## src/hw/rtl/tcw_pkg.sv

```systemverilog
// types, constants and helper functions of the text console writer
package tcw_pkg;

  // screen geometry
  localparam int unsigned COLS      = 80;
  localparam int unsigned ROWS      = 25;
  localparam int unsigned TAB_WIDTH = 4;
  localparam int unsigned CELLS     = COLS * ROWS;

  localparam int unsigned COL_W  = $clog2(COLS);
  localparam int unsigned ROW_W  = $clog2(ROWS);
  localparam int unsigned ADDR_W = $clog2(CELLS);

  // fixed field widths of the words
  localparam int unsigned ACTION_W   = 2;
  localparam int unsigned CHAR_W     = 8;
  localparam int unsigned POS_COL_W  = 7;
  localparam int unsigned POS_ROW_W  = 5;
  localparam int unsigned OFFSET_W   = 11;
  localparam int unsigned COLOR_W    = 4;
  localparam int unsigned CELL_W     = CHAR_W + 2 * COLOR_W;
  localparam int unsigned REG_IDX_W  = 1;
  localparam int unsigned OFF_CALC_W = (ADDR_W > OFFSET_W) ? ADDR_W : OFFSET_W;

  // limits and reset values
  localparam logic [COL_W-1:0]  COL_LAST  = COL_W'(COLS - 1);
  localparam logic [ROW_W-1:0]  ROW_LAST  = ROW_W'(ROWS - 1);
  localparam logic [ADDR_W-1:0] CELL_LAST = ADDR_W'(CELLS - 1);
  localparam logic [ROW_W-1:0]  ROW_RESET = ROW_W'((ROWS > 5) ? 5 : ROWS - 1);

  // character codes
  localparam logic [CHAR_W-1:0] CH_CR    = 8'h0D;
  localparam logic [CHAR_W-1:0] CH_LF    = 8'h0A;
  localparam logic [CHAR_W-1:0] CH_BS    = 8'h08;
  localparam logic [CHAR_W-1:0] CH_TAB   = 8'h09;
  localparam logic [CHAR_W-1:0] CH_SPACE = 8'h20;

  // colors
  localparam logic [COLOR_W-1:0] COLOR_GREY  = 4'd7;
  localparam logic [COLOR_W-1:0] COLOR_BLACK = 4'd0;
  localparam logic [COLOR_W-1:0] FG_RESET    = COLOR_GREY;
  localparam logic [COLOR_W-1:0] BG_RESET    = COLOR_BLACK;

  // command queue between front and back
  localparam int unsigned Q_DEPTH = 2;
  localparam int unsigned Q_AW    = $clog2(Q_DEPTH);

  typedef enum logic [ACTION_W-1:0] {
    ACT_PUT        = 2'd0,
    ACT_SET_CURSOR = 2'd1,
    ACT_READ_CELL  = 2'd2,
    ACT_CLEAR      = 2'd3
  } action_e;

  typedef enum logic [REG_IDX_W-1:0] {
    REG_FG = 1'b0,
    REG_BG = 1'b1
  } reg_idx_e;

  // classified command handed from front to back
  typedef enum logic [3:0] {
    OP_CHAR   = 4'd0,
    OP_CR     = 4'd1,
    OP_LF     = 4'd2,
    OP_BS     = 4'd3,
    OP_TAB    = 4'd4,
    OP_SETCUR = 4'd5,
    OP_READ   = 4'd6,
    OP_REJECT = 4'd7,
    OP_CLEAR  = 4'd8
  } op_e;

  typedef struct packed {
    logic [COLOR_W-1:0] bg;
    logic [COLOR_W-1:0] fg;
    logic [CHAR_W-1:0]  ch;
  } cell_t;

  typedef struct packed {
    logic [COLOR_W-1:0] fg;
    logic [COLOR_W-1:0] bg;
  } colors_t;

  typedef struct packed {
    op_e               op;
    logic [CHAR_W-1:0] ch;
    logic [COL_W-1:0]  col;
    logic [ROW_W-1:0]  row;
  } cmd_t;

  typedef struct packed {
    logic [ACTION_W-1:0]  action;
    logic [CHAR_W-1:0]    char_code;
    logic [POS_COL_W-1:0] pos_col;
    logic [POS_ROW_W-1:0] pos_row;
  } in_word_t;

  typedef struct packed {
    logic [POS_COL_W-1:0] cursor_col;
    logic [POS_ROW_W-1:0] cursor_row;
    logic [OFFSET_W-1:0]  cursor_offset;
    logic [CHAR_W-1:0]    cell_char;
    logic [COLOR_W-1:0]   cell_fg;
    logic [COLOR_W-1:0]   cell_bg;
    logic                 scrolled;
    logic                 rejected;
  } out_word_t;

  function automatic cell_t make_cell(logic [CHAR_W-1:0] ch, logic [COLOR_W-1:0] fg,
                                      logic [COLOR_W-1:0] bg);
    cell_t c;
    c.ch = ch;
    c.fg = fg;
    c.bg = bg;
    return c;
  endfunction

  // one bit per column, set where a tab stops
  function automatic logic [COLS-1:0] tab_stop_mask();
    logic [COLS-1:0] m;
    m = '0;
    for (int i = 0; i < COLS; i++) begin
      m[i] = ((i % TAB_WIDTH) == 0);
    end
    return m;
  endfunction

  localparam logic [COLS-1:0] TAB_STOPS = tab_stop_mask();

endpackage

```

## src/hw/rtl/tcw_front.sv

```systemverilog
// front end: takes input words and classifies them into console commands
module tcw_front (
  input  logic              in_valid_i,
  output logic              in_ready_o,
  input  tcw_pkg::in_word_t in_word_i,
  input  logic              init_busy_i,
  input  logic              q_full_i,
  output logic              q_push_o,
  output tcw_pkg::cmd_t     q_data_o
);

  logic in_range;

  // position check against the screen size
  assign in_range =
    ({1'b0, in_word_i.pos_col} < (tcw_pkg::POS_COL_W + 1)'(tcw_pkg::COLS)) &&
    ({1'b0, in_word_i.pos_row} < (tcw_pkg::POS_ROW_W + 1)'(tcw_pkg::ROWS));

  assign in_ready_o = !q_full_i && !init_busy_i;
  assign q_push_o   = in_valid_i && in_ready_o;

  // decode action and control characters
  always_comb begin
    q_data_o.ch  = in_word_i.char_code;
    q_data_o.col = tcw_pkg::COL_W'(in_word_i.pos_col);
    q_data_o.row = tcw_pkg::ROW_W'(in_word_i.pos_row);
    q_data_o.op  = tcw_pkg::OP_CHAR;
    case (tcw_pkg::action_e'(in_word_i.action))
      tcw_pkg::ACT_PUT: begin
        case (in_word_i.char_code)
          tcw_pkg::CH_CR:  q_data_o.op = tcw_pkg::OP_CR;
          tcw_pkg::CH_LF:  q_data_o.op = tcw_pkg::OP_LF;
          tcw_pkg::CH_BS:  q_data_o.op = tcw_pkg::OP_BS;
          tcw_pkg::CH_TAB: q_data_o.op = tcw_pkg::OP_TAB;
          default:         q_data_o.op = tcw_pkg::OP_CHAR;
        endcase
      end
      tcw_pkg::ACT_SET_CURSOR: begin
        q_data_o.op = in_range ? tcw_pkg::OP_SETCUR : tcw_pkg::OP_REJECT;
      end
      tcw_pkg::ACT_READ_CELL: begin
        q_data_o.op = in_range ? tcw_pkg::OP_READ : tcw_pkg::OP_REJECT;
      end
      tcw_pkg::ACT_CLEAR: begin
        q_data_o.op = tcw_pkg::OP_CLEAR;
      end
      default: begin
        q_data_o.op = tcw_pkg::OP_CHAR;
      end
    endcase
  end

endmodule

```

## config.mk

```make
export PLATFORM = sky130hd
export DESIGN_NAME = tcw_front
export DESIGN_NICKNAME = d
export VERILOG_FILES = /design/src/hw/rtl/tcw_pkg.sv /design/src/hw/rtl/tcw_front.sv
export SDC_FILE = /design/constraint.sdc
export NUM_CORES = 1
export LEC_CHECK = 0
export BUFFER_PORTS_ARGS = -buffer_cell sky130_fd_sc_hd__buf_4
export CORE_AREA = 2 2 39 41
export DETAILED_ROUTE_END_ITERATION = 8
export DIE_AREA = 0 0 41 43
export PLACE_DENSITY = 0.83
export SKIP_LAST_GASP = 1
export SLEW_MARGIN = 5
export SYNTH_ARGS = -nofsm -noshare
export SYNTH_HDL_FRONTEND = slang
export SYNTH_SLANG_ARGS = --single-unit
```

## constraint.sdc

```tcl
create_clock -name vclk -period 0.8
set_clock_uncertainty 0.2 [all_clocks]
set_input_delay 0 -clock vclk [all_inputs]
set_output_delay 0 -clock vclk [all_outputs]
set_load 0.005 [all_outputs]
```

# ---- After elaboration in Yosys (flattened, before gate mapping)
# Cells that the tools add are included.
dict set report word_totals {
  regBits 0
  elab_cells 19
}
dict set report op_classes {
  order_cmp 2
  eq_ne 7
  n_mux 4
  reduce_logical 6
}
# op n
set op_table {}
lappend op_table {{8-bit by 4-bit equality test with 1-bit output, second input constant} 4}
lappend op_table {{4-bit one-hot mux with 4 select lines} 1}
lappend op_table {{3-bit one-hot mux with 4 select lines} 1}
lappend op_table {{7-bit less-than comparator, second input constant} 1}
lappend op_table {{5-bit less-than comparator, second input constant} 1}
lappend op_table {{2-bit equality test, second input constant} 2}
lappend op_table {{1-bit logical AND} 3}
lappend op_table {{2-bit by 1-bit equality test with 1-bit output, second input constant} 1}
lappend op_table {{1-bit logical NOT} 2}
lappend op_table {{2-bit logical NOT} 1}
lappend op_table {{2-bit 2-to-1 mux} 1}
lappend op_table {{1-bit 2-to-1 mux} 1}

# ---- Longest topological paths before layout
dict set report logic_depth {
  depth_word 4
  depth_mapped 4
}

# ---- Worst setup path before layout
# OpenSTA, ideal clock, no wires.
dict set report synth_timing {
  path_kind {input -> output}
  start {in in_word_i[17] (netlist name)}
  end {out q_data_o[22] (netlist name)}
  arrival_ps 619
  required_ps 600
  slack_ps -19
  path_stages 3
  n_path_buf 0
  path_cell_list {nor4b_4 -> nand3_1 -> o32ai_2}
}
# element line
set synth_rtl {}
lappend synth_rtl {{from (decl)} tcw_front.sv:5} ;# input tcw_pkg::in_word_t in_word_i,
lappend synth_rtl {{to (decl)} tcw_front.sv:9} ;# output tcw_pkg::cmd_t q_data_o

==> metrics.yaml <==
run_status:
  run_status: "finished with violations"
  violations: "hold timing, setup timing"
global_route:
  grt_pass1_wl_microns: 1300
  grt_pass1_vias: 355
  grt_overflow_total: 0
  grt_max_degree: 7
  antenna_found_initial: 0
  grt_usage_pct: 10.1
timing:
  rsz0062_at_grt: "true"
  hold_ws_ps: -30.3
  slew-limit-headroom_pct: 83.5
  hold_viol: 14
  tightestPinTransition_ps: 247
  fmax_mhz: 933
  post-route-min-period_ps: 1070
  period_share_pct: 134
  finalWorstSetupSlack_ps: -272
  finalSetupTns_ps: -633
  final_max_slew_viol_count: 0
  setup_violations: 3
setup_path:
  crit_family: "simple AND/OR/NAND/NOR gates"
  critPathSlowestCell: "nor4b_4"
  endpoint_kind: "primary output"
  crit_chain: "buf_6 > nor4b_4 > nand3_1 > o32ai_2 > buf_4"
  critPathMaxFanout: 3
  crit_required_ps: 600
  setup.worst_path.start_class: "primary input"
  crit_type: "primary input to primary output"
  cpPeakStageDelay_ps: 300
  crit_buf_inv: 2
  crit_arrival_ps: 870
detailed_routing:
  drc: 0
  routedWlPerCell_microns: 10.0
  route.vias.total: 401
  vias_per_cell: 4.27
  postRouteAntennaNets: 0
  first_pass_iters: 2
  drt-initial-drc-count: 4
  wl_microns: 940
logic_synthesis:
  synth_top_area_share_pct: 43.3
  synth.cell_area_sq_um: 347
  ys.warnings.count: 0
  synth_nets: 74
  syn-mean-instance-area_sq_um: 7.70
  ys_seq_area_share_pct: 0
  yosys-top-cells-count: "buf_4 (20), ha_1 (4), inv_1 (4), nor2_1 (3)"
  yosys.area.top_type: "buf_4"
  synth_area_leaders: "buf_4 (43%), ha_1 (14%), nor4b_4 (6.9%)"
  synth_most_common_cell: "buf_4"
  synthDistinctLibCells: 14
  syn_inst: 45
floorplan:
  die_h_microns: 43
  rows: 14
  core_sq_um: 1380
  die_area_sq_um: 1760
  die_x_microns: 41
  num_io_pins: 51
  initial_core_util_pct: 25.0
worst_hold_path:
  min_to: "q_data_o[0]"
  whs_path_depth: 2
  min_from: "in_word_i[0]"
  hold_path.class: "primary input to primary output"
finish:
  seq_area_sq_um: 0
  antenna_cells: 0
  drive_gt1_share_pct: 73.1
  area_delta_synth_final_pct: 96.4
  num-clock-buffers: 0
  design.seq.count: 0
  nets: 109
placed_design:
  port_buffers: 43
  place_congestion: 0.622
  dp_slack_ps: -310
  hpwlAfterDp_microns: 786
pwr:
  pwr_density_cell_nw_per_um2: 493
  max-vdd-ir-drop_mv: 0.184
  pwr-share-comb_pct: 100.0
  p_switching_uw: 115
  swShare_pct: 34.4
  seqPwrFrac_pct: 0
  internal_power_uw: 220
  clkPwrFrac_pct: 0
  p_leak_uw: 0.000346
clock_network:
  ctsHoldBuffers: 4
  cts_setup_buffers: 0
job:
  drv_cap: 0
-- how the worst max path moves through the flow --
stage | startpoint | to | slack [ps] | cells after the start
floorplan | in_word_i[17] | q_data_o[22] | -20 | 3
global placement | in_word_i[17] | q_data_o[22] | -320 | 5
detailed placement | in_word_i[17] | q_data_o[22] | -310 | 5
CTS | in_word_i[17] | q_data_o[22] | -290 | 5
global route | in_word_i[17] | q_data_o[22] | -310 | 5
finish | in_word_i[17] | q_data_o[22] | -270 | 5
-- cell families after synthesis --
family,count (synthesis),synth area share (%)
buffers and inverters,24,47.7
adders and majority gates,4,14.4
AOI/OAI and AO/OA,5,13.0
xor gates and xnor gates,1,2.53
and+or+nand+nor,11,22.4
-- layout make-up --
class | instances | area, sq um
timing repair buffer | 53 | 419
multi-input combinational | 21 | 221
tap | 16 | 20.0
fill | 146 | 703
inverter | 4 | 20.0
-- power by group through the flow --
stage / clock, uW / combinational [uW] / sequential, uW
after floorplan: 0 / 142 / 0
after global placement: 0 / 284 / 0
after detailed placement: 0 / 290 / 0
after CTS: 0 / 337 / 0
after global routing: 0 / 367 / 0
final: 0 / 335 / 0
-- placed cells by master (no fill, tap or decap) --
cell and n:
and2_1 2, buf_4 46, buf_6 3, dlygate4sd3_1 4, ha_1 2, ha_4 2
inv_1 2, inv_4 2, nand2b_1 1, nand2b_4 1, nand3_1 1, nand4_1 2
nor2_1 3, nor4b_4 1, o211ai_1 2, o21ai_0 1, o311ai_2 1, o32ai_2 1
xnor2_1 1
-- what timing repair did --
action                                  in CTS  in global routing
cloned                                       0                  0
pin swaps                                    7                  1
endpoints found under the hold margin       16                 12
endpoints found under the setup margin       3                  3
gates resized for setup                     12                  0
-- per-layer routing --
layer  GRT usage [%]  part of all wire [%]  up-vias
met5               0                     0        -
met2            22.5                    56       33
met1            8.86                    29      170
met3           0.524                    15        0
met4               0                     0        0
li1                -                     -      198
-- through the flow --
stage	std cells	cell area [sq um]	utilization [%]	total power (uW)
CTS	94	681	49.2	337
global route	94	681	49.2	367
finish	94	681	49.2	335
floorplan	45	349	-	142
global placement	90	587	42.4	284
detailed placement	90	587	42.4	290
No activity file was read; power rests on OpenSTA's default activity.
