<file path="config.mk">
export PLATFORM = sky130hd
export DESIGN_NAME = tcw_fifo
export DESIGN_NICKNAME = d
export VERILOG_FILES = /design/src/hw/rtl/tcw_pkg.sv /design/src/hw/rtl/tcw_fifo.sv
export SDC_FILE = /design/constraint.sdc
export NUM_CORES = 1
export LEC_CHECK = 0
export BUFFER_PORTS_ARGS = -buffer_cell sky130_fd_sc_hd__buf_2
export CAP_MARGIN = 20
export CORE_MARGIN = 3
export CORE_UTILIZATION = 55
export CTS_CLUSTER_DIAMETER = 150
export DETAILED_ROUTE_END_ITERATION = 8
export PLACE_DENSITY = 0.81
export SLEW_MARGIN = 10
export SYNTH_ARGS = -nofsm -noshare
export SYNTH_HDL_FRONTEND = slang
export SYNTH_SLANG_ARGS = --single-unit
</file>
<file path="constraint.sdc">
create_clock -name clk_i -period 4.4 [get_ports clk_i]
set_input_delay 0.66 -clock clk_i [delete_from_list [all_inputs] [get_ports clk_i]]
set_output_delay 0.66 -clock clk_i [all_outputs]
set_load 0.02 [all_outputs]
</file>
<file path="src/hw/rtl/tcw_pkg.sv">
// types, constants and helper functions of the text console writer
package tcw_pkg;

  // screen geometry
  localparam int unsigned COLS      = 80;
  localparam int unsigned ROWS      = 25;
  localparam int unsigned TAB_WIDTH = 4;
  localparam int unsigned CELLS     = COLS * ROWS;

  localparam int unsigned COL_W  = $clog2(COLS);
  localparam int unsigned ROW_W  = $clog2(ROWS);
  localparam int unsigned ADDR_W = $clog2(CELLS);

  // fixed field widths of the words
  localparam int unsigned ACTION_W   = 2;
  localparam int unsigned CHAR_W     = 8;
  localparam int unsigned POS_COL_W  = 7;
  localparam int unsigned POS_ROW_W  = 5;
  localparam int unsigned OFFSET_W   = 11;
  localparam int unsigned COLOR_W    = 4;
  localparam int unsigned CELL_W     = CHAR_W + 2 * COLOR_W;
  localparam int unsigned REG_IDX_W  = 1;
  localparam int unsigned OFF_CALC_W = (ADDR_W > OFFSET_W) ? ADDR_W : OFFSET_W;

  // limits and reset values
  localparam logic [COL_W-1:0]  COL_LAST  = COL_W'(COLS - 1);
  localparam logic [ROW_W-1:0]  ROW_LAST  = ROW_W'(ROWS - 1);
  localparam logic [ADDR_W-1:0] CELL_LAST = ADDR_W'(CELLS - 1);
  localparam logic [ROW_W-1:0]  ROW_RESET = ROW_W'((ROWS > 5) ? 5 : ROWS - 1);

  // character codes
  localparam logic [CHAR_W-1:0] CH_CR    = 8'h0D;
  localparam logic [CHAR_W-1:0] CH_LF    = 8'h0A;
  localparam logic [CHAR_W-1:0] CH_BS    = 8'h08;
  localparam logic [CHAR_W-1:0] CH_TAB   = 8'h09;
  localparam logic [CHAR_W-1:0] CH_SPACE = 8'h20;

  // colors
  localparam logic [COLOR_W-1:0] COLOR_GREY  = 4'd7;
  localparam logic [COLOR_W-1:0] COLOR_BLACK = 4'd0;
  localparam logic [COLOR_W-1:0] FG_RESET    = COLOR_GREY;
  localparam logic [COLOR_W-1:0] BG_RESET    = COLOR_BLACK;

  // command queue between front and back
  localparam int unsigned Q_DEPTH = 2;
  localparam int unsigned Q_AW    = $clog2(Q_DEPTH);

  typedef enum logic [ACTION_W-1:0] {
    ACT_PUT        = 2'd0,
    ACT_SET_CURSOR = 2'd1,
    ACT_READ_CELL  = 2'd2,
    ACT_CLEAR      = 2'd3
  } action_e;

  typedef enum logic [REG_IDX_W-1:0] {
    REG_FG = 1'b0,
    REG_BG = 1'b1
  } reg_idx_e;

  // classified command handed from front to back
  typedef enum logic [3:0] {
    OP_CHAR   = 4'd0,
    OP_CR     = 4'd1,
    OP_LF     = 4'd2,
    OP_BS     = 4'd3,
    OP_TAB    = 4'd4,
    OP_SETCUR = 4'd5,
    OP_READ   = 4'd6,
    OP_REJECT = 4'd7,
    OP_CLEAR  = 4'd8
  } op_e;

  typedef struct packed {
    logic [COLOR_W-1:0] bg;
    logic [COLOR_W-1:0] fg;
    logic [CHAR_W-1:0]  ch;
  } cell_t;

  typedef struct packed {
    logic [COLOR_W-1:0] fg;
    logic [COLOR_W-1:0] bg;
  } colors_t;

  typedef struct packed {
    op_e               op;
    logic [CHAR_W-1:0] ch;
    logic [COL_W-1:0]  col;
    logic [ROW_W-1:0]  row;
  } cmd_t;

  typedef struct packed {
    logic [ACTION_W-1:0]  action;
    logic [CHAR_W-1:0]    char_code;
    logic [POS_COL_W-1:0] pos_col;
    logic [POS_ROW_W-1:0] pos_row;
  } in_word_t;

  typedef struct packed {
    logic [POS_COL_W-1:0] cursor_col;
    logic [POS_ROW_W-1:0] cursor_row;
    logic [OFFSET_W-1:0]  cursor_offset;
    logic [CHAR_W-1:0]    cell_char;
    logic [COLOR_W-1:0]   cell_fg;
    logic [COLOR_W-1:0]   cell_bg;
    logic                 scrolled;
    logic                 rejected;
  } out_word_t;

  function automatic cell_t make_cell(logic [CHAR_W-1:0] ch, logic [COLOR_W-1:0] fg,
                                      logic [COLOR_W-1:0] bg);
    cell_t c;
    c.ch = ch;
    c.fg = fg;
    c.bg = bg;
    return c;
  endfunction

  // one bit per column, set where a tab stops
  function automatic logic [COLS-1:0] tab_stop_mask();
    logic [COLS-1:0] m;
    m = '0;
    for (int i = 0; i < COLS; i++) begin
      m[i] = ((i % TAB_WIDTH) == 0);
    end
    return m;
  endfunction

  localparam logic [COLS-1:0] TAB_STOPS = tab_stop_mask();

endpackage

</file>
<file path="src/hw/rtl/tcw_fifo.sv">
// short command queue between the console front and back
module tcw_fifo (
  input  logic          clk_i,
  input  logic          rst_ni,
  input  logic          push_i,
  input  tcw_pkg::cmd_t push_data_i,
  output logic          full_o,
  input  logic          pop_i,
  output tcw_pkg::cmd_t pop_data_o,
  output logic          empty_o
);

  tcw_pkg::cmd_t             mem_q [tcw_pkg::Q_DEPTH];
  logic [tcw_pkg::Q_AW-1:0]  wr_ptr_q, rd_ptr_q;
  logic [tcw_pkg::Q_AW:0]    cnt_q;
  logic                      do_push, do_pop;

  assign full_o     = (cnt_q == (tcw_pkg::Q_AW + 1)'(tcw_pkg::Q_DEPTH));
  assign empty_o    = (cnt_q == '0);
  assign do_push    = push_i && !full_o;
  assign do_pop     = pop_i && !empty_o;
  assign pop_data_o = mem_q[rd_ptr_q];

  function automatic logic [tcw_pkg::Q_AW-1:0] ptr_inc(logic [tcw_pkg::Q_AW-1:0] p);
    logic [tcw_pkg::Q_AW-1:0] r;
    if (p == tcw_pkg::Q_AW'(tcw_pkg::Q_DEPTH - 1)) begin
      r = '0;
    end else begin
      r = p + tcw_pkg::Q_AW'(1);
    end
    return r;
  endfunction

  // entries need no reset
  always_ff @(posedge clk_i) begin
    if (do_push) begin
      mem_q[wr_ptr_q] <= push_data_i;
    end
  end

  // pointers and fill count
  always_ff @(posedge clk_i or negedge rst_ni) begin
    if (!rst_ni) begin
      wr_ptr_q <= '0;
      rd_ptr_q <= '0;
      cnt_q    <= '0;
    end else begin
      if (do_push) begin
        wr_ptr_q <= ptr_inc(wr_ptr_q);
      end
      if (do_pop) begin
        rd_ptr_q <= ptr_inc(rd_ptr_q);
      end
      if (do_push && !do_pop) begin
        cnt_q <= cnt_q + (tcw_pkg::Q_AW + 1)'(1);
      end else if (do_pop && !do_push) begin
        cnt_q <= cnt_q - (tcw_pkg::Q_AW + 1)'(1);
      end
    end
  end

endmodule

</file>
# [Word level (Yosys, flattened, before mapping)]
# Memories as Yosys holds them, arrays and structs flattened.
# Cells that the tools add are included.
# Widths: inputs -> output; s select.
[totals] inputBits=28 ff_bits=4 out_inout_bits=26 memories=1 mem_bits_rw=48 elab_cells=25
[op_classes] muxes=6 reduce_logical=10 eq_ne=1 add_sub_neg=4
[mem_list] memory="mem_q" words=2 width=24 rd=1 rd_clocked_by_memory_dff=0 write_ports=1 line="tcw_fifo.sv:13" text="tcw_pkg::cmd_t mem_q [tcw_pkg::Q_DEPTH];"
[ops] cell="$logic_and 1x1->1" n=4
[ops] cell="$logic_not 1->1" n=4
[ops] cell="$mux 1" n=4
[ops] cell="$mux 2" n=2
[ops] cell="$add 1x1->1 const B" n=2
[ops] cell="$add 2x1->2 const B" n=1
[ops] cell="$eq 2x2->1 const B" n=1
[ops] cell="$logic_not 2->1" n=1
[ops] cell="$reduce_bool 2->1" n=1
[ops] cell="$sub 2x1->2 const B" n=1

# [Longest topological paths before layout]
# Gate-level depths: netlist (run 1).
[logic_depth] word_depth=7 ltp_mapped=7 depth_no_buf=7

# [Least setup slack after synthesis (run 1)]
# Ideal clock, no wire load.
[synth_timing] kind="input to register" from="input push_i" to="memory mem_q[0][0] (netlist bit) (enable)" required_ns=3.995 setup_slack_ns=2.222 path_buffers=0 setup_time_ns=0.405 stages=2 arrival_time_ns=1.773 cell_sequence="nand2_1 -> nor2_1"
[synth_via] elab_chain_len=3
[synth_lines] element="from (decl)" line="tcw_fifo.sv:5" text="input logic push_i,"
[synth_lines] element="$logic_and 1x1->1" line="tcw_fifo.sv:20" text="assign do_push = push_i && !full_o;"
[synth_lines] element="$mux 1" line="tcw_fifo.sv:36" text="if (do_push) begin"
[synth_lines] element="$mux 1 (implied by the code)" line="tcw_fifo.sv:37" text="mem_q[wr_ptr_q] <= push_data_i;"
[synth_lines] element="to (decl)" line="tcw_fifo.sv:13"
# Every way passes these cells.

==> results of run 1 <==
-- stage by stage --
step / instances / worst slack [ns] / power (µW) / util (%)
6_report: 201 / 1.78 / 1600 / 70.3
5_1_grt: 201 / 1.66 / 1690 / 70.3
4_1_cts: 200 / 1.74 / 1610 / 69.8
3_5_place_dp: 192 / 2.08 / 1370 / 67.4
3_3_place_gp: 192 / 2.13 / 1350 / 67.4
2_1_floorplan: 94 / 2.22 / 1240 / -
-- cell families (layout without fill, tap and decap cells) --
logic type	after synthesis	after routing	share of synthesized area [%]
XOR/XNOR	5	5	2.16
buffers and inverters	5	66	2.90
adder cells (fa/ha/maj)	1	1	0.616
AND/OR/NAND/NOR	6	6	1.36
flip-flops	52	52	75.9
AO/OA/AOI/OAI	1	1	0.246
multiplexers	24	24	16.8
-- power breakdown --
| group | internal [µW] | switching, µW | total [µW] |
|---|---|---|---|
| clock | 110 | 134 | 244 |
| sequential | 679 | 69.8 | 749 |
| combinational | 284 | 323 | 607 |
-- layer usage --
layer	share of wire [%]	vias to the layer above	routed length, µm	global-route usage [%]
met2	50	42	1470	24.1
met1	39	476	1140	16.6
met3	9.2	5	272	6.75
li1	-	478	-	-
met5	0	-	0	0
met4	2.0	0	59	7.61
-- final timing paths --
path	slack, ns	to
setup reg to reg	2.51	mem_q[0][23]
min in group clk_i	0.53	wr_ptr_q
hold / removal	0.16	cnt_q[0]
hold reg to reg	0.53	wr_ptr_q
max in group asynchronous	4.11	wr_ptr_q
setup / recovery	1.78	pop_data_o[22]
-- worst reg2reg max path: stages (launching register included) --
cell                       delay [ns]
sky130_fd_sc_hd__dfrtp_1         0.44
sky130_fd_sc_hd__nand2b_1        0.17
sky130_fd_sc_hd__nand2_1         0.12
sky130_fd_sc_hd__nor2_2          0.52
sky130_fd_sc_hd__buf_4           0.33
-- cell type report --
class,count,share of cell area (%)
repair buffers,56,12.2
well taps,46,2.38
inverters,2,0.310
clock inverters,2,0.466
flip-flops and latches,52,63.7
clock buffers,6,3.00
multi-input cells,37,17.9
-- cells in the mapped netlist (all sizes together) --
library cell	count	share of area (%)
o21ai	1	0.25
buf	3	2.5
dfrtp	4	4.9
and3	1	0.31
mux2	24	17
inv	2	0.37
nand2b	1	0.31
nand2	1	0.18
xnor2	3	1.3
ha	1	0.62
xor2	2	0.86
nor2	3	0.55
edfxtp	48	71
-- state kept, by name (all words and copies together) (netlist names) --
name and count:
cnt_q 2, mem_q 48, rd_ptr_q 1, wr_ptr_q 1
==> impl_results.html, run 1 <==
<table>
<tr><th>Metric</th><th>Value</th></tr>
<tr><th colspan="2">Run status</th></tr>
<tr><td>Outcome</td><td>completed</td></tr>
<tr><th colspan="2">Route</th></tr>
<tr><td>Number of remaining DRC errors</td><td>0</td></tr>
<tr><td>Violation count after the first detailed-route iteration</td><td>25</td></tr>
<tr><td>Antenna Violating Nets Remaining</td><td>0</td></tr>
<tr><td>Mean routed wirelength per cell</td><td>14.7 µm</td></tr>
<tr><td>Average via count per standard cell</td><td>4.98</td></tr>
<tr><td>Via count of the routed design</td><td>1001</td></tr>
<tr><td>Number of detailed-route iterations in the first pass</td><td>4</td></tr>
<tr><td>Drt total wl</td><td>2950 µm</td></tr>
<tr><th colspan="2">Clocking</th></tr>
<tr><td>Worst-path clk slew</td><td>0.08 ns</td></tr>
<tr><td># clock sinks</td><td>52</td></tr>
<tr><td>Source-to-sink clock delay at the later pin of the worst-skew pair</td><td>0.29 ns</td></tr>
<tr><td>Number of buffers inserted during clock tree synthesis</td><td>5</td></tr>
<tr><td># resized after CTS</td><td>0</td></tr>
<tr><td>Max clock buf depth</td><td>2</td></tr>
<tr><td>CTS tree</td><td>done</td></tr>
<tr><td>Hold Buf Count CTS</td><td>0</td></tr>
<tr><td>Cell chosen for the clock root</td><td>sky130_fd_sc_hd__clkbuf_8</td></tr>
<tr><td>Max H-tree Level</td><td>2</td></tr>
<tr><td>Post-CTS setup-driven buffer insertion count</td><td>0</td></tr>
<tr><th colspan="2">Cells and area</th></tr>
<tr><td>Most common library cell in the layout ignoring fill and taps</td><td>sky130_fd_sc_hd__buf_2</td></tr>
<tr><td>Layout cell share with drive strength beyond 1</td><td>56.1%</td></tr>
<tr><td>Final design instance area without fill</td><td>2420 µm²</td></tr>
<tr><td>Final-layout fill cell count</td><td>242</td></tr>
<tr><td>Final nets</td><td>183</td></tr>
<tr><td>Commonest non-fill, non-tap cells in the layout</td><td>sky130_fd_sc_hd__buf_2, sky130_fd_sc_hd__edfxtp_1, sky130_fd_sc_hd__mux2_4</td></tr>
<tr><td># diodes</td><td>0</td></tr>
<tr><td>Area occupied by registers</td><td>1540 µm²</td></tr>
<tr><td>P&amp;R area growth vs syn</td><td>19.1%</td></tr>
<tr><td>Area taken by multi-input logic gates</td><td>433 µm²</td></tr>
<tr><th colspan="2">Die</th></tr>
<tr><td>Total die area</td><td>4460 µm²</td></tr>
<tr><td>Site Rows</td><td>21</td></tr>
<tr><td>Horizontal die dimension</td><td>66.8 µm</td></tr>
<tr><td>Die span in y</td><td>66.8 µm</td></tr>
<tr><td>Starting density of the core</td><td>59.0%</td></tr>
<tr><td>Count of pins on the block boundary</td><td>54</td></tr>
<tr><td>Core box area</td><td>3440 µm²</td></tr>
<tr><th colspan="2">Worst setup path</th></tr>
<tr><td>Combined buffer and inverter count along the critical path</td><td>2</td></tr>
<tr><td>Data arrival time of the critical path</td><td>1.96 ns</td></tr>
<tr><td>Kind of end point of the critical path</td><td>output port</td></tr>
<tr><td>Highest fanout seen on the critical path</td><td>14</td></tr>
<tr><td>Reg2Reg Launch Point</td><td>cnt_q[0]</td></tr>
<tr><td>Critical path class</td><td>flip-flop to output port</td></tr>
<tr><td>Cell count of the worst reg-to-reg path</td><td>4</td></tr>
<tr><td>Worst setup startpoint</td><td>rd_ptr_q</td></tr>
<tr><td>Critical-path cell with the highest stage delay</td><td>sky130_fd_sc_hd__dfrtp_1</td></tr>
<tr><td>Maximum single-stage delay on the critical path</td><td>0.80 ns</td></tr>
<tr><td>Cells along the critical path</td><td>buf_4 &gt; mux2_4 &gt; buf_2</td></tr>
<tr><td>Data required time at the worst endpoint</td><td>3.74 ns</td></tr>
<tr><td>Startpoint Class</td><td>flip-flop</td></tr>
<tr><td>Dominant delay contributor by cell family on the critical path</td><td>flip-flops</td></tr>
<tr><td>Worst path depth</td><td>3</td></tr>
<tr><th colspan="2">Logic synthesis</th></tr>
<tr><td>Sequential fraction of the synthesis area</td><td>75.9%</td></tr>
<tr><td>Mean instance size in the synthesized netlist</td><td>21.6 µm²</td></tr>
<tr><td>Cell variety after synth</td><td>15</td></tr>
<tr><td>Post-synth net total</td><td>123</td></tr>
<tr><td>Combined area of all synthesized cells</td><td>2030 µm²</td></tr>
<tr><td>#FFs+latches synth</td><td>52</td></tr>
<tr><td>Instance count of the mapped netlist</td><td>94</td></tr>
<tr><td>Total of warnings raised by yosys</td><td>0</td></tr>
<tr><th colspan="2">Timing</th></tr>
<tr><td>Hold Vio Cnt, Final</td><td>0</td></tr>
<tr><td>Slew Viols, Final</td><td>0</td></tr>
<tr><td>Final worst path period need</td><td>2.62 ns</td></tr>
<tr><td>Sum of negative setup slack</td><td>0 ns</td></tr>
<tr><td>Worst Hold Slack</td><td>0.160 ns</td></tr>
<tr><td>Slew @ Worst Pin</td><td>0.696 ns</td></tr>
<tr><td>Max-Slew Margin vs Limit</td><td>53.6%</td></tr>
<tr><td>Worst setup skew after layout</td><td>0.00590 ns</td></tr>
<tr><td>Share of the cycle needed by the critical path after routing</td><td>59.6%</td></tr>
<tr><td>Setup-violating endpoint count in the final report</td><td>0</td></tr>
<tr><td>Fmax achieved</td><td>381 MHz</td></tr>
<tr><td>RSZ-0062 raised after global routing</td><td>no</td></tr>
<tr><th colspan="2">Min path</th></tr>
<tr><td>Hold/Removal Path Class</td><td>input port to async pin</td></tr>
<tr><th colspan="2">Placement</th></tr>
<tr><td>Port-buffer cells</td><td>53</td></tr>
<tr><td>Detail Placement HPWL</td><td>2140 µm</td></tr>
<tr><td>RePlAce Congestion</td><td>0.654</td></tr>
<tr><td>Post-DP Area</td><td>2320 µm²</td></tr>
<tr><th colspan="2">Flow run</th></tr>
<tr><td>Max capacitance violation total</td><td>0</td></tr>
<tr><th colspan="2">Pwr</th></tr>
<tr><td>PD cells</td><td>662 nW/µm²</td></tr>
<tr><td>Largest vdd supply drop</td><td>0.287 mV</td></tr>
<tr><td>Static Leak</td><td>0.000991 µW</td></tr>
<tr><th colspan="2">Global routing</th></tr>
<tr><td>Global route overflow</td><td>0</td></tr>
<tr><td>Number of global-route vias before repair</td><td>1006</td></tr>
<tr><td>Pin count of the biggest net entering global routing</td><td>25</td></tr>
<tr><td>Global routing usage summed across all routing layers</td><td>14.9%</td></tr>
<tr><td>First-pass GRT wire length</td><td>4610 µm</td></tr>
<tr><td>Number of antenna violations at the first check in global routing</td><td>0</td></tr>
</table>
(Power assumes the default switching activity.)
==> run 2: changes to the inputs <==
--- a/config.mk
+++ b/config.mk
@@ -5,13 +5,14 @@
 export SDC_FILE = /design/constraint.sdc
 export NUM_CORES = 1
 export LEC_CHECK = 0
+export ABC_AREA = 1
 export BUFFER_PORTS_ARGS = -buffer_cell sky130_fd_sc_hd__buf_2
 export CAP_MARGIN = 20
 export CORE_MARGIN = 3
-export CORE_UTILIZATION = 55
+export CORE_UTILIZATION = 46
 export CTS_CLUSTER_DIAMETER = 150
 export DETAILED_ROUTE_END_ITERATION = 8
-export PLACE_DENSITY = 0.81
+export PLACE_DENSITY = 0.72
 export SLEW_MARGIN = 10
 export SYNTH_ARGS = -nofsm -noshare
 export SYNTH_HDL_FRONTEND = slang
==> constraint.sdc (replaced) <==
create_clock -name clk_i -period 2.2 [get_ports clk_i]
set_input_delay 0.33 -clock clk_i [delete_from_list [all_inputs] [get_ports clk_i]]
set_output_delay 0.33 -clock clk_i [all_outputs]
set_load 0.02 [all_outputs]
==> impl_results.html, run 2 <==
<table>
<tr><th>Metric</th><th>Value</th></tr>
<tr><th colspan="2">Logic synthesis</th></tr>
<tr><td>#FFs+latches synth</td><td>52 (unchanged)</td></tr>
<tr><td>Mean instance size in the synthesized netlist</td><td>12.6 µm² (-41%)</td></tr>
<tr><td>Most area-consuming cells after synthesis</td><td>sky130_fd_sc_hd__edfxtp_1, sky130_fd_sc_hd__nand2_1, sky130_fd_sc_hd__dfrtp_1, sky130_fd_sc_hd__inv_1, sky130_fd_sc_hd__buf_6</td></tr>
<tr><td>Number of enable-type register cells in the synthesized netlist</td><td>48 (unchanged)</td></tr>
<tr><td>Post-synth top area share</td><td>72.6% (+1.6 points)</td></tr>
<tr><td>Instance count of the mapped netlist</td><td>157 (+67%)</td></tr>
<tr><td>Cell variety after synth</td><td>16 (+1)</td></tr>
<tr><td>Top FF cell, synth</td><td>sky130_fd_sc_hd__edfxtp_1</td></tr>
<tr><td>Cell with the most instances after synthesis</td><td>sky130_fd_sc_hd__nand2_1</td></tr>
<tr><td>Total of warnings raised by yosys</td><td>0 (unchanged)</td></tr>
<tr><td>Combined area of all synthesized cells</td><td>1990 µm² (-2.2%)</td></tr>
<tr><td>Post-synth net total</td><td>186 (+51%)</td></tr>
<tr><td>Proportion of synthesized flip-flops having asynchronous set or reset</td><td>7.69% (unchanged)</td></tr>
<tr><td>Top post-synthesis cells by count</td><td>sky130_fd_sc_hd__nand2_1, sky130_fd_sc_hd__edfxtp_1, sky130_fd_sc_hd__inv_1, sky130_fd_sc_hd__dfrtp_1</td></tr>
<tr><td>Sequential fraction of the synthesis area</td><td>77.6% (+1.7 points)</td></tr>
<tr><td>Yosys top cell by area</td><td>sky130_fd_sc_hd__edfxtp_1</td></tr>
<tr><th colspan="2">Pwr</th></tr>
<tr><td>Static Leak</td><td>0.00108 µW (+9.2%)</td></tr>
<tr><td>Largest vdd supply drop</td><td>0.702 mV (+140%)</td></tr>
<tr><td>PD cells</td><td>1340 nW/µm² (+100%)</td></tr>
<tr><th colspan="2">Run status</th></tr>
<tr><td>Outcome</td><td>completed</td></tr>
<tr><th colspan="2">Clocking</th></tr>
<tr><td># resized after CTS</td><td>0 (unchanged)</td></tr>
<tr><td>Number of buffers inserted during clock tree synthesis</td><td>5 (unchanged)</td></tr>
<tr><td>Post-CTS setup-driven buffer insertion count</td><td>0 (unchanged)</td></tr>
<tr><td>Source-to-sink clock delay at the later pin of the worst-skew pair</td><td>0.30 ns (about the same)</td></tr>
<tr><td>Cell chosen for the clock root</td><td>sky130_fd_sc_hd__clkbuf_8</td></tr>
<tr><td>Max clock buf depth</td><td>2 (unchanged)</td></tr>
<tr><td># clock sinks</td><td>52 (unchanged)</td></tr>
<tr><td>Max H-tree Level</td><td>2 (unchanged)</td></tr>
<tr><td>CTS tree</td><td>done</td></tr>
<tr><td>Worst-path clk slew</td><td>0.08 ns (about the same)</td></tr>
<tr><th colspan="2">Die</th></tr>
<tr><td>Total die area</td><td>5140 µm² (+15%)</td></tr>
<tr><td>Horizontal die dimension</td><td>71.7 µm (+7.4%)</td></tr>
<tr><td>Count of pins on the block boundary</td><td>54 (unchanged)</td></tr>
<tr><td>Core box area</td><td>4090 µm² (+19%)</td></tr>
<tr><td>Starting density of the core</td><td>48.6% (-10 points)</td></tr>
<tr><td>Site Rows</td><td>23 (+9.5%)</td></tr>
<tr><td>Die span in y</td><td>71.7 µm (+7.4%)</td></tr>
<tr><th colspan="2">Global routing</th></tr>
<tr><td>Pin count of the biggest net entering global routing</td><td>26 (+4.0%)</td></tr>
<tr><td>First-pass GRT wire length</td><td>5720 µm (+24%)</td></tr>
<tr><td>Number of antenna violations at the first check in global routing</td><td>0 (unchanged)</td></tr>
<tr><td>Global route overflow</td><td>0 (unchanged)</td></tr>
<tr><td>Number of global-route vias before repair</td><td>1232 (+22%)</td></tr>
<tr><td>Global routing usage summed across all routing layers</td><td>14.9% (about the same)</td></tr>
<tr><th colspan="2">Timing</th></tr>
<tr><td>Hold Vio Cnt, Final</td><td>0 (unchanged)</td></tr>
<tr><td>Fmax achieved</td><td>584 MHz</td></tr>
<tr><td>Max-Slew Margin vs Limit</td><td>70.2% (+17 points)</td></tr>
<tr><td>Final worst path period need</td><td>1.71 ns</td></tr>
<tr><td>Slew @ Worst Pin</td><td>0.447 ns (-0.250 ns)</td></tr>
<tr><td>Worst Hold Slack</td><td>0.219 ns (+0.0590 ns)</td></tr>
<tr><td>Worst setup skew after layout</td><td>0.00330 ns (-0.00261 ns)</td></tr>
<tr><td>RSZ-0062 raised after global routing</td><td>no</td></tr>
<tr><td>Setup-violating endpoint count in the final report</td><td>0 (unchanged)</td></tr>
<tr><td>Share of the cycle needed by the critical path after routing</td><td>77.8%</td></tr>
<tr><td>Sum of negative setup slack</td><td>0 ns (unchanged)</td></tr>
<tr><td>Slew Viols, Final</td><td>0 (unchanged)</td></tr>
<tr><th colspan="2">Cells and area</th></tr>
<tr><td>Utilization after layout</td><td>58.8% (-11 points)</td></tr>
<tr><td>Biggest registers after layout</td><td>mem_q (48), cnt_q (2)</td></tr>
<tr><td>Largest register FFs</td><td>48 (unchanged)</td></tr>
<tr><td>Most common library cell in the layout ignoring fill and taps</td><td>sky130_fd_sc_hd__nand2_1</td></tr>
<tr><td>Final design instance area without fill</td><td>2400 µm² (-0.62%)</td></tr>
<tr><td>Final nets</td><td>247 (+35%)</td></tr>
<tr><td>Biggest register</td><td>mem_q</td></tr>
<tr><td>Commonest non-fill, non-tap cells in the layout</td><td>sky130_fd_sc_hd__nand2_1, sky130_fd_sc_hd__buf_2, sky130_fd_sc_hd__edfxtp_1</td></tr>
<tr><td># diodes</td><td>0 (unchanged)</td></tr>
<tr><td>Final-layout fill cell count</td><td>347 (+43%)</td></tr>
<tr><td>Layout cell share with drive strength beyond 1</td><td>30.6% (-26 points)</td></tr>
<tr><td>P&amp;R area growth vs syn</td><td>21.0%</td></tr>
<tr><th colspan="2">Route</th></tr>
<tr><td>Drt total wl</td><td>3570 µm (+21%)</td></tr>
<tr><td>Violation count after the first detailed-route iteration</td><td>86 (+240%)</td></tr>
<tr><td>Average via count per standard cell</td><td>4.67 (-6.2%)</td></tr>
<tr><td>Antenna Violating Nets Remaining</td><td>0 (unchanged)</td></tr>
<tr><td>Mean routed wirelength per cell</td><td>13.3 µm (-9.6%)</td></tr>
<tr><td>Via count of the routed design</td><td>1256 (+25%)</td></tr>
<tr><td>Number of remaining DRC errors</td><td>0 (unchanged)</td></tr>
<tr><td>Number of detailed-route iterations in the first pass</td><td>4 (unchanged)</td></tr>
<tr><th colspan="2">Worst setup path</th></tr>
<tr><td>Data arrival time of the critical path</td><td>1.38 ns (-0.58 ns)</td></tr>
<tr><td>Highest fanout seen on the critical path</td><td>25 (+11)</td></tr>
<tr><td>Kind of end point of the critical path</td><td>output port</td></tr>
<tr><td>Data required time at the worst endpoint</td><td>1.87 ns (-1.87 ns)</td></tr>
<tr><td>Startpoint Class</td><td>flip-flop</td></tr>
<tr><td>Critical path class</td><td>flip-flop to output port</td></tr>
<tr><th colspan="2">Placement</th></tr>
<tr><td>Post-DP Area</td><td>2310 µm² (-0.27%)</td></tr>
<tr><td>RePlAce Congestion</td><td>0.748 (+14%)</td></tr>
<tr><td>Detail Placement HPWL</td><td>2520 µm (+18%)</td></tr>
<tr><td>Port-buffer cells</td><td>53 (unchanged)</td></tr>
<tr><th colspan="2">Flow run</th></tr>
<tr><td>Max capacitance violation total</td><td>0 (unchanged)</td></tr>
<tr><th colspan="2">Min path</th></tr>
<tr><td>Hold/Removal Path Class</td><td>input port to flip-flop</td></tr>
</table>
==> run 2: changes by cell type after synthesis, sizes merged, moves of 2 or more <==
cell / delta
buf: +2
inv: +6
mux2: -24
nand2: +80
xnor2: -2
xor2: -2
==> run 2: cell families after synthesis <==
group,count (synthesis),synth area share [%]
flops,52,77.6
compound gates,2,0.504
buf+inv,13,3.53
xor+xnor,1,0.441
simple gates,88,17.3
fa+ha+maj,1,0.630
==> run 2: worst paths after layout <==
path	start	to	slack (ns)	cells past startpoint
worst max-delay path	rd_ptr_q	pop_data_o[12]	0.49	4
worst min-delay path	push_data_i[17]	mem_q[1][17]	0.22	1
worst max register to register	cnt_q[0]	mem_q[1][7]	0.56	3
worst min register to register	wr_ptr_q	wr_ptr_q	0.50	2
max in group asynchronous	rst_ni	wr_ptr_q	1.69	2
min in group asynchronous	rst_ni	rd_ptr_q	0.38	2
==> run 2: critical path: stages, from the launching register on <==
cell	delay, ns
sky130_fd_sc_hd__dfrtp_1	0.39
sky130_fd_sc_hd__inv_2	0.35
sky130_fd_sc_hd__nand2_1	0.11
sky130_fd_sc_hd__nand2_1	0.08
sky130_fd_sc_hd__buf_2	0.16
==> run 2: what timing repair did <==
action                                 4_1_cts  5_1_grt
hold buffers                                 1        0
setup endpoints to repair                    0        0
endpoints found under the hold margin        4        0
==> run 2: where the power goes <==
part	switching [µW]	internal, µW	total, µW
registers	75.7	1350	1430
clock network	274	222	496
logic	898	389	1290
==> run 2: routing by layer <==
layer	part of all wire (%)	global-route usage, %
met5	0	0
met3	6.1	4.35
met1	42	18.9
met2	51	24.7
met4	1.5	5.01
==> run 2: metrics by stage <==
step	power (µW)	worst slack, ns	instances
6_report	3210	0.489	269
5_1_grt	3440	0.346	269
4_1_cts	3240	0.456	269
3_5_place_dp	2750	0.567	260
3_3_place_gp	2720	0.645	260
2_1_floorplan	2330	0.184	157
==> run 2: layout make-up <==
class,instances,area [µm²],area share [%]
Clock inverter,1,3.75,0.156
Clock buffer,7,76.3,3.18
Inverter,8,30.0,1.25
Tap cell,50,62.6,2.60
Timing Repair Buffer,59,313,13.0
Multi-Input combinational cell,92,377,15.7
Sequential cell,52,1540,64.1
